**src/design/sbw_pkg.sv**
```systemverilog
// Shared types, constants and the arctangent table for the scan beam transform.
`default_nettype none

package sbw_pkg;

    // Default block parameters
    localparam int unsigned SBW_BEAM_COUNT     = 1024;
    localparam int unsigned SBW_TRIG_FRAC_BITS = 15;

    // CORDIC datapath: Q30 vector, angle in 2^-24 turn units
    localparam int unsigned CORDIC_STAGES = 24;
    localparam int unsigned XW            = 34;
    localparam int unsigned ZW            = 25;
    localparam logic signed [XW-1:0] CORDIC_GAIN = XW'(652032874);

    // Configuration register reset values
    localparam logic [15:0] MAX_RANGE_RST   = 16'd4000;
    localparam logic [15:0] ANGLE_STEP_RST  = 16'd66;
    localparam logic [15:0] START_ANGLE_RST = 16'd21845;

    localparam int unsigned CFG_IDX_W = 2;

    typedef enum logic [CFG_IDX_W-1:0] {
        CFG_MAX_RANGE   = 2'd0,
        CFG_ANGLE_STEP  = 2'd1,
        CFG_START_ANGLE = 2'd2
    } cfg_idx_t;

    typedef enum logic [1:0] {
        QUAD_0 = 2'd0,
        QUAD_1 = 2'd1,
        QUAD_2 = 2'd2,
        QUAD_3 = 2'd3
    } quad_t;

    typedef struct packed {
        logic [15:0] max_range;
        logic [15:0] angle_step;
        logic [15:0] start_angle;
    } cfg_t;

    typedef struct packed {
        logic [9:0]         beam_index;
        logic [15:0]        range_mm;
        logic signed [31:0] robot_x;
        logic signed [31:0] robot_y;
        logic [15:0]        robot_yaw;
    } in_t;

    typedef struct packed {
        logic signed [31:0] obstacle_x;
        logic signed [31:0] obstacle_y;
        logic [9:0]         source_beam;
    } out_t;

    // Sample fields that ride along the pipeline
    typedef struct packed {
        logic [9:0]         beam;
        logic [15:0]        range;
        logic signed [31:0] rx;
        logic signed [31:0] ry;
    } side_t;

    typedef struct packed {
        side_t side;
        quad_t quad;
    } track_t;

    // Arctangent of 2^-i in 2^-24 turn units
    function automatic logic signed [ZW-1:0] cordic_atan(input int unsigned idx);
        logic signed [ZW-1:0] val;
        unique case (idx)
            0:       val = ZW'(2097152);
            1:       val = ZW'(1238021);
            2:       val = ZW'(654136);
            3:       val = ZW'(332050);
            4:       val = ZW'(166669);
            5:       val = ZW'(83416);
            6:       val = ZW'(41718);
            7:       val = ZW'(20860);
            8:       val = ZW'(10430);
            9:       val = ZW'(5215);
            10:      val = ZW'(2608);
            11:      val = ZW'(1304);
            12:      val = ZW'(652);
            13:      val = ZW'(326);
            14:      val = ZW'(163);
            15:      val = ZW'(81);
            16:      val = ZW'(41);
            17:      val = ZW'(20);
            18:      val = ZW'(10);
            19:      val = ZW'(5);
            20:      val = ZW'(3);
            21:      val = ZW'(1);
            22:      val = ZW'(1);
            default: val = '0;
        endcase
        return val;
    endfunction

endpackage

`default_nettype wire

```
**src/design/sbw_front.sv**
```systemverilog
// Front end: sample filter, beam angle and quadrant split, two register stages.
`default_nettype none

module sbw_front import sbw_pkg::*; #(
    parameter int unsigned BEAM_COUNT = SBW_BEAM_COUNT
) (
    input  wire logic                 aclk,
    input  wire logic                 aresetn,
    input  wire cfg_t                 cfg,
    input  wire logic                 in_valid,
    output logic                      in_ready,
    input  wire in_t                  in_data,
    output logic                      out_valid,
    input  wire logic                 out_ready,
    output track_t                    out_track,
    output logic signed [ZW-1:0]      out_z
);

    logic              a_valid_reg, a_valid_next;
    logic [15:0]       a_angle_reg, a_angle_next;
    side_t             a_side_reg, a_side_next;
    logic              b_valid_reg, b_valid_next;
    track_t            b_track_reg, b_track_next;
    logic signed [ZW-1:0] b_z_reg, b_z_next;

    logic              en_a, en_b;
    logic              keep;
    logic [25:0]       step_prod;
    logic [15:0]       shifted;
    logic [15:0]       resid;

    // Advance a stage when it is empty or the next one moves
    assign en_b     = !b_valid_reg || out_ready;
    assign en_a     = !a_valid_reg || en_b;
    assign in_ready = en_a;

    // Drop out-of-scan beams and ranges at or beyond the limit
    assign keep = (32'(in_data.beam_index) < BEAM_COUNT) &&
                  (in_data.range_mm < cfg.max_range);

    // Beam angle, wrapping at one turn
    always_comb begin
        step_prod     = {6'd0, in_data.beam_index} * {10'd0, cfg.angle_step};
        a_angle_next  = step_prod[15:0] - cfg.start_angle + in_data.robot_yaw;
        a_side_next.beam  = in_data.beam_index;
        a_side_next.range = in_data.range_mm;
        a_side_next.rx    = in_data.robot_x;
        a_side_next.ry    = in_data.robot_y;
        a_valid_next  = en_a ? (in_valid && keep) : a_valid_reg;
    end

    // Split angle into quadrant and residual in 2^-24 turn units
    always_comb begin
        shifted           = a_angle_reg + 16'd8192;
        b_track_next.quad = quad_t'(shifted[15:14]);
        b_track_next.side = a_side_reg;
        resid             = a_angle_reg - {shifted[15:14], 14'd0};
        b_z_next          = {{(ZW-24){resid[15]}}, resid, 8'd0};
        b_valid_next      = en_b ? a_valid_reg : b_valid_reg;
    end

    always_ff @(posedge aclk) begin
        if (!aresetn) begin
            a_valid_reg <= 1'b0;
            b_valid_reg <= 1'b0;
        end else begin
            a_valid_reg <= a_valid_next;
            b_valid_reg <= b_valid_next;
        end
    end

    always_ff @(posedge aclk) begin
        if (en_a) begin
            a_angle_reg <= a_angle_next;
            a_side_reg  <= a_side_next;
        end
        if (en_b) begin
            b_track_reg <= b_track_next;
            b_z_reg     <= b_z_next;
        end
    end

    assign out_valid = b_valid_reg;
    assign out_track = b_track_reg;
    assign out_z     = b_z_reg;

endmodule

`default_nettype wire

```
**config.mk**
```make
export PLATFORM = sky130hd
export DESIGN_NAME = sbw_front
export DESIGN_NICKNAME = d
export VERILOG_FILES = /design/src/design/sbw_pkg.sv /design/src/design/sbw_front.sv
export SDC_FILE = /design/constraint.sdc
export NUM_CORES = 1
export LEC_CHECK = 0
export ABC_AREA = 1
export BUFFER_PORTS_ARGS = -buffer_cell sky130_fd_sc_hd__buf_2
export CAP_MARGIN = 20
export CORE_AREA = 2 2 152 183
export DETAILED_ROUTE_END_ITERATION = 8
export DIE_AREA = 0 0 154 185
export PLACE_DENSITY = 0.66
export SKIP_LAST_GASP = 1
export SYNTH_ARGS = -nofsm -noshare
export SYNTH_HDL_FRONTEND = slang
export SYNTH_SLANG_ARGS = --single-unit
```
**constraint.sdc**
```tcl
create_clock -name aclk -period 7.65 [get_ports aclk]
set_clock_uncertainty 0.1 [all_clocks]
set_input_delay 0.3825 -clock aclk [delete_from_list [all_inputs] [get_ports aclk]]
set_output_delay 0.3825 -clock aclk [all_outputs]
set_load 0.01 [all_outputs]
```
### Word level (Yosys, flattened, before mapping)

Cells that the tools add are included.

* $add $sub $neg: 4
* $mul: 1
* order comparisons: 1
* reductions and logical operators: 5

Operators with widths (number)
* 16-bit subtractor: 2
* 16-bit by 14-bit adder with 16-bit output, second input constant: 1
* 16-bit adder: 1
* 16-bit < comparator: 1
* 10-bit by 16-bit multiplier with 16-bit output: 1
* 1-bit zero test: 2
* 1-bit logical OR: 2
* 1-bit logical AND: 1

* register bits: 216
* output and inout bits: 119

### Longest topological paths before layout

Gate-level depths: netlist (run 1).

* word-level depth: 3
* mapped depth: 25
* mapped depth without buffers: 24

### Worst setup path before layout (run 1)

Ideal clock, no wire load.

* kind: in2reg
* start point: input port in_data[98] (netlist name)
* end point: register a_angle_reg[12], data pin
* data arrival time: 4387 ps
* required time: 7288 ps
* setup slack: 2901 ps
* cell stages on the path: 17
* cell sequence: buf_6 -> clkbuf_1 -> nand2_1 -> fa_1 -> fa_1 -> inv_1 -> fa_1 -> fa_1 -> inv_1 -> fa_1 -> inv_1 -> ha_1 -> a21oi_1 -> o21ai_1 -> a21oi_1 -> o21bai_1 -> xor2_1

* word-level cells in the longest chain between the ends: 3

RTL lines
* from (decl): RTL line sbw_front.sv:12 `input wire in_t in_data,`
* 10-bit by 16-bit multiplier with 16-bit output: RTL line sbw_front.sv:43 `step_prod = {6'd0, in_data.beam_index} * {10'd0, cfg.angle_step};`
* 16-bit subtractor: RTL line sbw_front.sv:44 `a_angle_next = step_prod[15:0] - cfg.start_angle + in_data.robot_yaw;`
* 16-bit adder: RTL line sbw_front.sv:44
* named net a_angle_next[12]: RTL line sbw_front.sv:20 `logic [15:0] a_angle_reg, a_angle_next;`
* to (signal assigned): RTL line sbw_front.sv:74 `a_angle_reg <= a_angle_next;`
* to (decl): RTL line sbw_front.sv:20

The timed path passes the listed nets, and every way through them passes these cells.
A chain may end at the register's enable or synchronous reset.

### Worst setup path after layout (run 1)

* start point: input port in_data[100] (netlist name)
* end point: register a_angle_reg[15], data pin

The elaborated chain is that of the path after synthesis.

==> out/metrics.yaml, run 1 <==
layout:
  final_util_pct: 54.6
  largest_reg_flops: 92
  final_area_um2: 14700
  area_growth_pct: 26.6
  finalNetCount: 1603
  layout_common_cells: "buf_2, inv_1, edfxtp_1"
  layout-drive-gt1-share_pct: 24.6
  final_common_cell: "buf_2"
clock_tree:
  cts_inserted_buffers: 20
  cts-htree-levels: 1
  clkSinkCount: 216
  post_cts_buffers: 0
  clkLatencyLatePin_ns: 0.49
  cts_root_buf: "clkbuf_16"
  path_clk_slew_ns: 0.07
  clockBufferDepth: 3
  cts_tree: "built"
timing:
  final.setup.tns_ns: 0
  slew_viol_final: 0
  period_share_pct: 58.0
  whs_ns: 0.0183
  fmax_mhz: 225
  setup_viol: 0
  rsz0062_at_grt: "no"
  period_minus_slack_ns: 4.44
  hold_viol: 0
  maxSlewHeadroom_pct: 33.4
  worst_slew_pin_slew_ns: 0.999
power:
  power_density_nw_per_um2: 311
  ir_drop_uv: 265
  power_mw: 4.56
  p_leak_nw: 7.25
global_route:
  grt_antenna_before_repair: 2
  met1_usage_pct: 20.7
  busiest_layer: "met2"
  grt_max_degree: 78
  grtUsageMet3_pct: 2.64
  grt_pass1_vias: 7697
  grtUsageMet2_pct: 31.7
  grt.overflow.total: 0
  grt_pass1_wl_mm: 38.7
  grt_use_total_pct: 17.3
setup_path:
  critical_path_arrival_ns: 4.58
  worstRegToRegCells: 2
  r2r_setup_slack_ns: 5.47
  path_class: "primary input to flop"
  worstSetupStartpointType: "primary input"
  worstPathRequired_ns: 7.79
  worst-path-max-fanout: 14
  cp-end-kind: "flop"
worst_hold_path:
  whs_path_depth: 1
  min_path_type: "primary input to flop"
drt:
  dr.pass1.iters: 5
  vias: 7626
  drtAntennaViolNets: 0
  route.detailed.drc: 0
  drt_iter0_drc: 309
  wl_per_cell_um: 14.9
  wirelength_mm: 24.6
  via_per_inst: 4.62
placed_design:
  gp_congestion: 0.876
  hpwlAfterDp_mm: 18.7
  port_buffers: 268
  placed_area_um2: 13200
logic_synthesis:
  synth_xor_area_share_pct: 0.983
  synth_top_family_by_area: "adder cells"
  synth_fa_ha_area_share_pct: 22.8
  synth_compound_area_share_pct: 1.78
  ys_seq_area_share_pct: 55.8
  synth.cell_area_um2: 11600
  synth_simple_gate_area_share_pct: 8.81
  ys_seq_elements: 216
  synth.area.mux_share_pct: 0
  yosys_warnings: 0
  syn_avg_cell_area_um2: 12.2
  synth_cell_types: 34
  synthCells: 947
floorplan:
  initial_core_util_pct: 43.1
  die_h_um: 185
  die-area_um2: 28500
  core.rowCount: 66
  die_w_um: 154
  core_area_um2: 26800
  io_pins: 277
job:
  maxCapViolations: 0
run_status:
  status: "completed"
through the flow:
| stage | worst slack (ns) | cells |
|---|---|---|
| detailed placement | 2.69 | 1533 |
| CTS | 3.21 | 1647 |
| floorplan | 2.90 | 954 |
| global placement | 2.73 | 1533 |
| global route | 2.96 | 1649 |
| finish | 3.21 | 1650 |
cells by family (layout without fill, tap and decap cells):
group,Yosys count,after routing
xor gates and xnor gates,13,13
AOI/OAI and AO/OA,37,37
and+or+nand+nor,249,249
DFF,216,216
buffers and inverters,279,632
adders and majority gates,152,152
other,1,11
path summary, 6_finish.rpt:
check | from | to
setup / recovery | in_data[100] | a_angle_reg[15]
hold / removal | in_data[81] | a_side_reg[65]
setup reg to reg | out_valid | a_side_reg[53]
hold reg to reg | a_side_reg[51] | out_track[53]
routing by layer:
metal | vias to the layer above | wire, um
met4 | 0 | 697
met5 | - | 0
met3 | 46 | 1730
met1 | 3681 | 9580
met2 | 278 | 12600
li1 | 3621 | -
cell usage after synthesis, drive strengths merged:
master	count	area, um2
a21o	1	7.51
a21oi	21	105
o31a	1	8.76
clkinv	1	3.75
nor2	13	51.3
nand2	200	776
fa	99	1980
conb	1	3.75
clkbuf	12	45.0
a31oi	2	12.5
or2	1	6.26
o21ai	10	57.6
buf	19	148
xor2	7	61.3
dfxtp	2	40.0
nand3b	2	15.0
xnor2	6	52.6
inv	247	927
nand3	29	150
o21bai	1	7.51
ha	53	663
edfxtp	214	6430
nand4	1	6.26
nor3	3	15.0
o21a	1	7.51
area by class of cell:
type / count / area [um2]
Antenna cell: 3 / 7.51
Fill cell: 2267 / 12200
Inverter: 248 / 931
Multi-Input combinational cell: 459 / 4040
Tap cell: 340 / 425
Sequential cell: 216 / 6470
Timing Repair Buffer: 348 / 2140
Clock buffer: 24 / 537
Clock inverter: 12 / 124
critical path, cell delays in order:
cell and delay (ns):
buf_2 0.27, nand2_1 0.13, fa_1 0.55, inv_1 0.05, fa_1 0.52, fa_1 0.46
fa_1 0.55, inv_1 0.05, fa_1 0.52, inv_1 0.04, ha_1 0.38, nand2_1 0.11
nor2_1 0.15, nand2_1 0.08, o21ai_2 0.15, inv_1 0.05, nand3_1 0.07, nand2_1 0.05
power breakdown:
| group | internal, mW | switching (mW) | total [mW] |
|---|---|---|---|
| combinational | 0.812 | 1.15 | 1.96 |
| clock | 0.549 | 0.431 | 0.980 |
| sequential | 1.57 | 0.0427 | 1.61 |
timing repair:
| action | 4_1_cts | 5_1_grt |
|---|---|---|
| resized for setup | 0 | 0 |
| hold endpoints to repair | 78 | 0 |
| hold buffers | 78 | 0 |
(Power assumes the default switching activity.)
==> inputs of run 2 (changes only) <==
PLACE_DENSITY = 0.68   (was 0.66)
clock period = 3.6 ns   (was 7.65 ns; I/O delays follow)
==> out/metrics.yaml, run 2 (same netlist as run 1, synthesis figures left out) <==
timing:
  fmax_mhz: 259
  slew_viol_final: 0
  timing.final.ws_setup_ns: -0.255
  setup_viol: 9
  period_minus_slack_ns: 3.85
  hold_viol: 0
  rsz0062_at_grt: "yes"
  period_share_pct: 107
  worst_slew_pin_slew_ns: 0.683
  maxSlewHeadroom_pct: 54.5
drt:
  drt_iter0_drc: 377
  via_per_inst: 4.62
  wirelength_mm: 26.8
  route.detailed.drc: 2
  dr.pass1.iters: 6
  drtAntennaViolNets: 0
  vias: 7969
  wl_per_cell_um: 15.5
clock_tree:
  cts_tree: "built"
  clkLatencyLatePin_ns: 0.49
  cts_inserted_buffers: 20
  cts-htree-levels: 1
  clockBufferDepth: 3
  cts_root_buf: "clkbuf_16"
  clkSinkCount: 216
  path_clk_slew_ns: 0.06
setup_path:
  cp-end-kind: "flop"
  worst-path-max-fanout: 5
  worstSetupStartpointType: "primary input"
  worstPathRequired_ns: 3.73
  path_class: "primary input to flop"
  critical_path_arrival_ns: 3.99
layout:
  layout_common_cells: "buf_2, inv_1, edfxtp_1"
  largest_reg_flops: 92
  layout-drive-gt1-share_pct: 33.6
  area_growth_pct: 37.7
  finalNetCount: 1683
  final_area_um2: 15900
  fillers: 2076
  final_common_cell: "buf_2"
power:
  ir_drop_uv: 894
  swShare_pct: 36.2
  switchingPower_mw: 4.31
  pwr-share-clk_pct: 16.7
  power_mw: 11.9
  power.share.sequential_pct: 28.9
  share_comb_of_total_power_pct: 54.4
  p_int_mw: 7.58
  p_leak_nw: 7.75
  power_density_nw_per_um2: 746
global_route:
  grt_antenna_before_repair: 0
  grt.overflow.total: 0
  grt_use_total_pct: 18.6
  grt_pass1_wl_mm: 41.4
  grt_pass1_vias: 8337
  grt_max_degree: 61
run_status:
  status: "finished with violations"
  violations: "DRC, setup timing"
placed_design:
  hpwlAfterDp_mm: 19.3
  place_ws_ns: -0.930
  port_buffers: 268
  placed_area_um2: 13800
  gp_congestion: 0.817
floorplan:
  die_h_um: 185
  initial_core_util_pct: 43.1
  core_area_um2: 26800
  core.rowCount: 66
  die_w_um: 154
  die-area_um2: 28500
  io_pins: 277
job:
  maxCapViolations: 0
worst_hold_path:
  min_path_type: "primary input to flop"
==> run 2: layout make-up <==
| class | count | area [um2] | share of cell area (%) |
|---|---|---|---|
| sequential | 216 | 6470 | 40.6 |
| multi-input combinational | 459 | 4460 | 28.0 |
| timing repair buffer | 428 | 3040 | 19.1 |
| inverter | 248 | 931 | 5.84 |
| clock buffer | 24 | 537 | 3.37 |
| tap | 340 | 425 | 2.67 |
| clock inverter | 9 | 76.3 | 0.479 |
| antenna | 2 | 5.00 | 0.0314 |
==> run 2: timing repair <==
action / in CTS / in global routing
hold endpoints to repair: 91 / 0
pin swaps: 33 / 27
gates resized for setup: 72 / 52
hold buffers: 91 / 0
buffers inserted: 7 / 5
gates cloned: 0 / 2
endpoints found under the setup margin: 11 / 11
==> run 2: worst max-delay path, cell delays in order <==
cell and delay (ns):
buf_8 0.08, buf_6 0.12, buf_4 0.11, nand2_1 0.06, fa_1 0.48, inv_1 0.05, fa_1 0.45, fa_1 0.49
fa_1 0.50, inv_1 0.05, fa_1 0.47, inv_1 0.06, ha_4 0.23, a21oi_2 0.16, inv_1 0.07, a31oi_1 0.17
nand3_2 0.10, xor2_1 0.15
==> run 2: worst paths after layout <==
kind              slack (ns)            from  depth (start not counted)         endpoint
hold / removal          0.03      in_data[0]                          3   a_angle_reg[0]
setup / recovery       -0.25         cfg[22]                         18  a_angle_reg[13]
hold reg to reg         0.31  a_side_reg[51]                          0    out_track[53]
setup reg to reg        1.77       out_valid                          2   a_side_reg[57]
==> run 2: routing by layer <==
metal	part of all wire [%]	GRT usage [%]
met3	6.1	2.53
met4	2.8	6.21
met2	54	35.9
met1	38	21.0
met5	0	0
==> run 2: power groups by stage <==
stage | clock network [mW] | logic (mW) | registers (mW)
global route | 2.13 | 7.19 | 3.47
CTS | 2.03 | 6.18 | 3.44
detailed placement | 0 | 5.59 | 3.49
finish | 1.99 | 6.47 | 3.43
floorplan | 0 | 3.74 | 3.57
global placement | 0 | 5.47 | 3.48
==> run 2: per-stage QoR <==
stage / instances / hold slack [ns] / utilization [%] / setup TNS [ns]
2_1_floorplan: 954 / 0.179 / - / -4.43
3_3_place_gp: 1587 / 0.256 / 51.5 / -8.30
3_5_place_dp: 1587 / 0.258 / 51.5 / -8.75
4_1_cts: 1718 / 0.0132 / 58.3 / -1.45
5_1_grt: 1724 / 0.0351 / 59.4 / -2.73
6_report: 1726 / 0.0257 / 59.4 / -1.49
==> inputs of run 3 (changes only) <==
ABC_AREA = not set   (was 1)
CORE_AREA = 2 2 149 180   (was 2 2 152 183)
DIE_AREA = 0 0 151 182   (was 0 0 154 185)
PLACE_DENSITY = 0.69   (was 0.68)
SETUP_SLACK_MARGIN = 0.4   (was not set)
==> out/metrics.yaml, run 3 <==
timing:
  slew_viol_final: 0
  rsz0062_at_grt: "yes"
  period_share_pct: 115
  timing.final.ws_setup_ns: -0.535
  period_minus_slack_ns: 4.13
  hold_viol: 0
  maxSlewHeadroom_pct: 53.7
  worst_slew_pin_slew_ns: 0.695
  final.setup.tns_ns: -2.70
  fmax_mhz: 242
  setup_viol: 8
drt:
  vias: 7316
  wl_per_cell_um: 16.6
  wirelength_mm: 26.6
  via_per_inst: 4.59
  drt_iter0_drc: 258
  drtAntennaViolNets: 0
  dr.pass1.iters: 4
  route.detailed.drc: 0
global_route:
  grt_antenna_before_repair: 0
  grt_use_total_pct: 19.3
  grt.overflow.total: 0
  grt_max_degree: 61
  grt_pass1_vias: 7751
  grt_pass1_wl_mm: 40.6
clock_tree:
  cts-htree-levels: 1
  clkLatencyLatePin_ns: 0.49
  cts_inserted_buffers: 21
  path_clk_slew_ns: 0.06
  cts_root_buf: "clkbuf_16"
  clkSinkCount: 216
  cts_tree: "built"
  clockBufferDepth: 3
logic_synthesis:
  syn_avg_cell_area_um2: 14.0
  synth.top_cell.area_share_pct: 57.6
  synthCells: 795
  synthTopCellsByArea: "edfxtp_1, fa_1, inv_1"
  synth_most_common_cell: "edfxtp_1"
  synth.cell_area_um2: 11200
  synth_edf_count: 214
  ys_seq_elements: 216
  yosys_warnings: 0
  synth_ff_type: "edfxtp_1"
  synthTopCellsByCount: "edfxtp_1, inv_1, fa_1, nand2_1, ha_1"
  yosysTopAreaCell: "edfxtp_1"
  async_reset_ff_share_pct: 0
  ys_seq_area_share_pct: 57.9
  synth_cell_types: 33
job:
  maxCapViolations: 0
setup_path:
  critical_path_arrival_ns: 4.28
  cp-end-kind: "flop"
  slowest_delay_ns: 0.51
  worst-path-max-fanout: 5
  worstSetupStartpointType: "primary input"
  critPathBufInv: 7
  path_delay_family: "adder cells"
  path_class: "primary input to flop"
  worstPathCellList: "buf_6, buf_6, and2_4, fa_1, fa_1, fa_1, fa_1, inv_1, fa_1, inv_2, ha_4, a2111oi_4, nand2_1, a21oi_2, a211o_2, buf_6, buf_6, buf_6, xnor2_2"
  worstPathRequired_ns: 3.74
  slowest_stage: "fa_1"
worst_hold_path:
  min_path_type: "primary input to flop"
layout:
  seqCellArea_um2: 6470
  largest_reg_flops: 92
  layout_common_cells: "buf_2, edfxtp_1, inv_1"
  final_common_cell: "buf_2"
  fillers: 2033
  diodes: 0
  layout-drive-gt1-share_pct: 35.8
  area_growth_pct: 39.2
  finalNetCount: 1555
  multi_input_area_um2: 4220
run_status:
  violations: "setup timing"
  status: "finished with violations"
placed_design:
  place_ws_ns: -1.21
  gp_congestion: 0.854
  port_buffers: 268
  hpwlAfterDp_mm: 20.2
floorplan:
  initial_core_util_pct: 43.1
  die-area_um2: 27500
  die_h_um: 182
  core_area_um2: 25900
  die_w_um: 151
  core.rowCount: 65
  io_pins: 277
power:
  power_density_nw_per_um2: 746
  p_leak_nw: 7.19
  ir_drop_uv: 503
  power_mw: 11.6
[run 3: changes by cell type in the layout (fill, tap and decap cells not counted), sizes merged, moves of 6 or more]
cell / before / now
a21oi: 21 / 15
and2: 0 / 34
nand2: 200 / 89
inv: 248 / 186
nor2: 13 / 5
nor2b: 0 / 7
buf: 335 / 353
nand3: 29 / 0
xnor2: 6 / 26
[run 3: path summary, 6_finish.rpt]
path / slack [ns] / cells past startpoint / from / to
max: -0.53 / 19 / cfg[18] / a_angle_reg[11]
max reg2reg: 1.49 / 3 / out_valid / a_side_reg[52]
min: 0.04 / 3 / in_data[103] / a_side_reg[87]
min reg2reg: 0.31 / 0 / a_side_reg[29] / out_track[31]
[run 3: report_power, final]
group	total (mW)	leakage (nW)	internal [mW]	switching, mW
sequential	3.45	2.27	3.34	0.103
clock	2.17	0.340	1.24	0.928
combinational	5.98	4.58	3.19	2.80
[run 3: area by class of cell]
type,count,area share [%]
Multi-Input combinational cell,381,27.1
Timing Repair Buffer,443,19.7
Clock buffer,23,3.43
Clock inverter,15,0.991
Inverter,182,4.41
Tap cell,335,2.70
Sequential cell,216,41.6
[run 3: cell families (layout without fill, tap and decap cells)]
group	count (synthesis)	in the layout	synth area share, %
fa+ha+maj	152	152	23.7
flops	216	216	57.9
compound gates	40	40	2.25
xor+xnor	35	35	2.75
other cells	1	8	0.0336
simple gates	146	146	6.10
buf+inv	205	663	7.22
[run 3: repair_timing]
action | in CTS | in global routing
setup buffers | 8 | 4
cloned | 1 | 0
hold endpoints to repair | 89 | 0
hold buffers | 90 | 0
gates resized for setup | 61 | 18
pin swaps | 42 | 25
setup endpoints to repair | 11 | 11
[run 3: per-stage QoR]
stage | area [um2] | hold slack, ns | utilization, % | instances
floorplan | 11500 | 0.179 | - | 802
global placement | 13600 | 0.257 | 52.5 | 1454
detailed placement | 13600 | 0.258 | 52.5 | 1454
CTS | 15400 | 0.0147 | 59.7 | 1591
global route | 15500 | 0.0188 | 60.1 | 1595
finish | 15500 | 0.0351 | 60.1 | 1595
[run 3: tightest hold or removal path, delay by kind of cell]
kind,cells,cell delay [ns]
buffers and inverters,3,0.34
[run 3: routing by layer]
layer / vias to the layer above / global-route usage (%) / share of wire [%]
li1: 3428 / - / -
met1: 3553 / 23.0 / 38
met2: 292 / 35.9 / 52
met3: 43 / 2.91 / 7.2
met4: 0 / 5.20 / 2.5
met5: - / 0 / 0
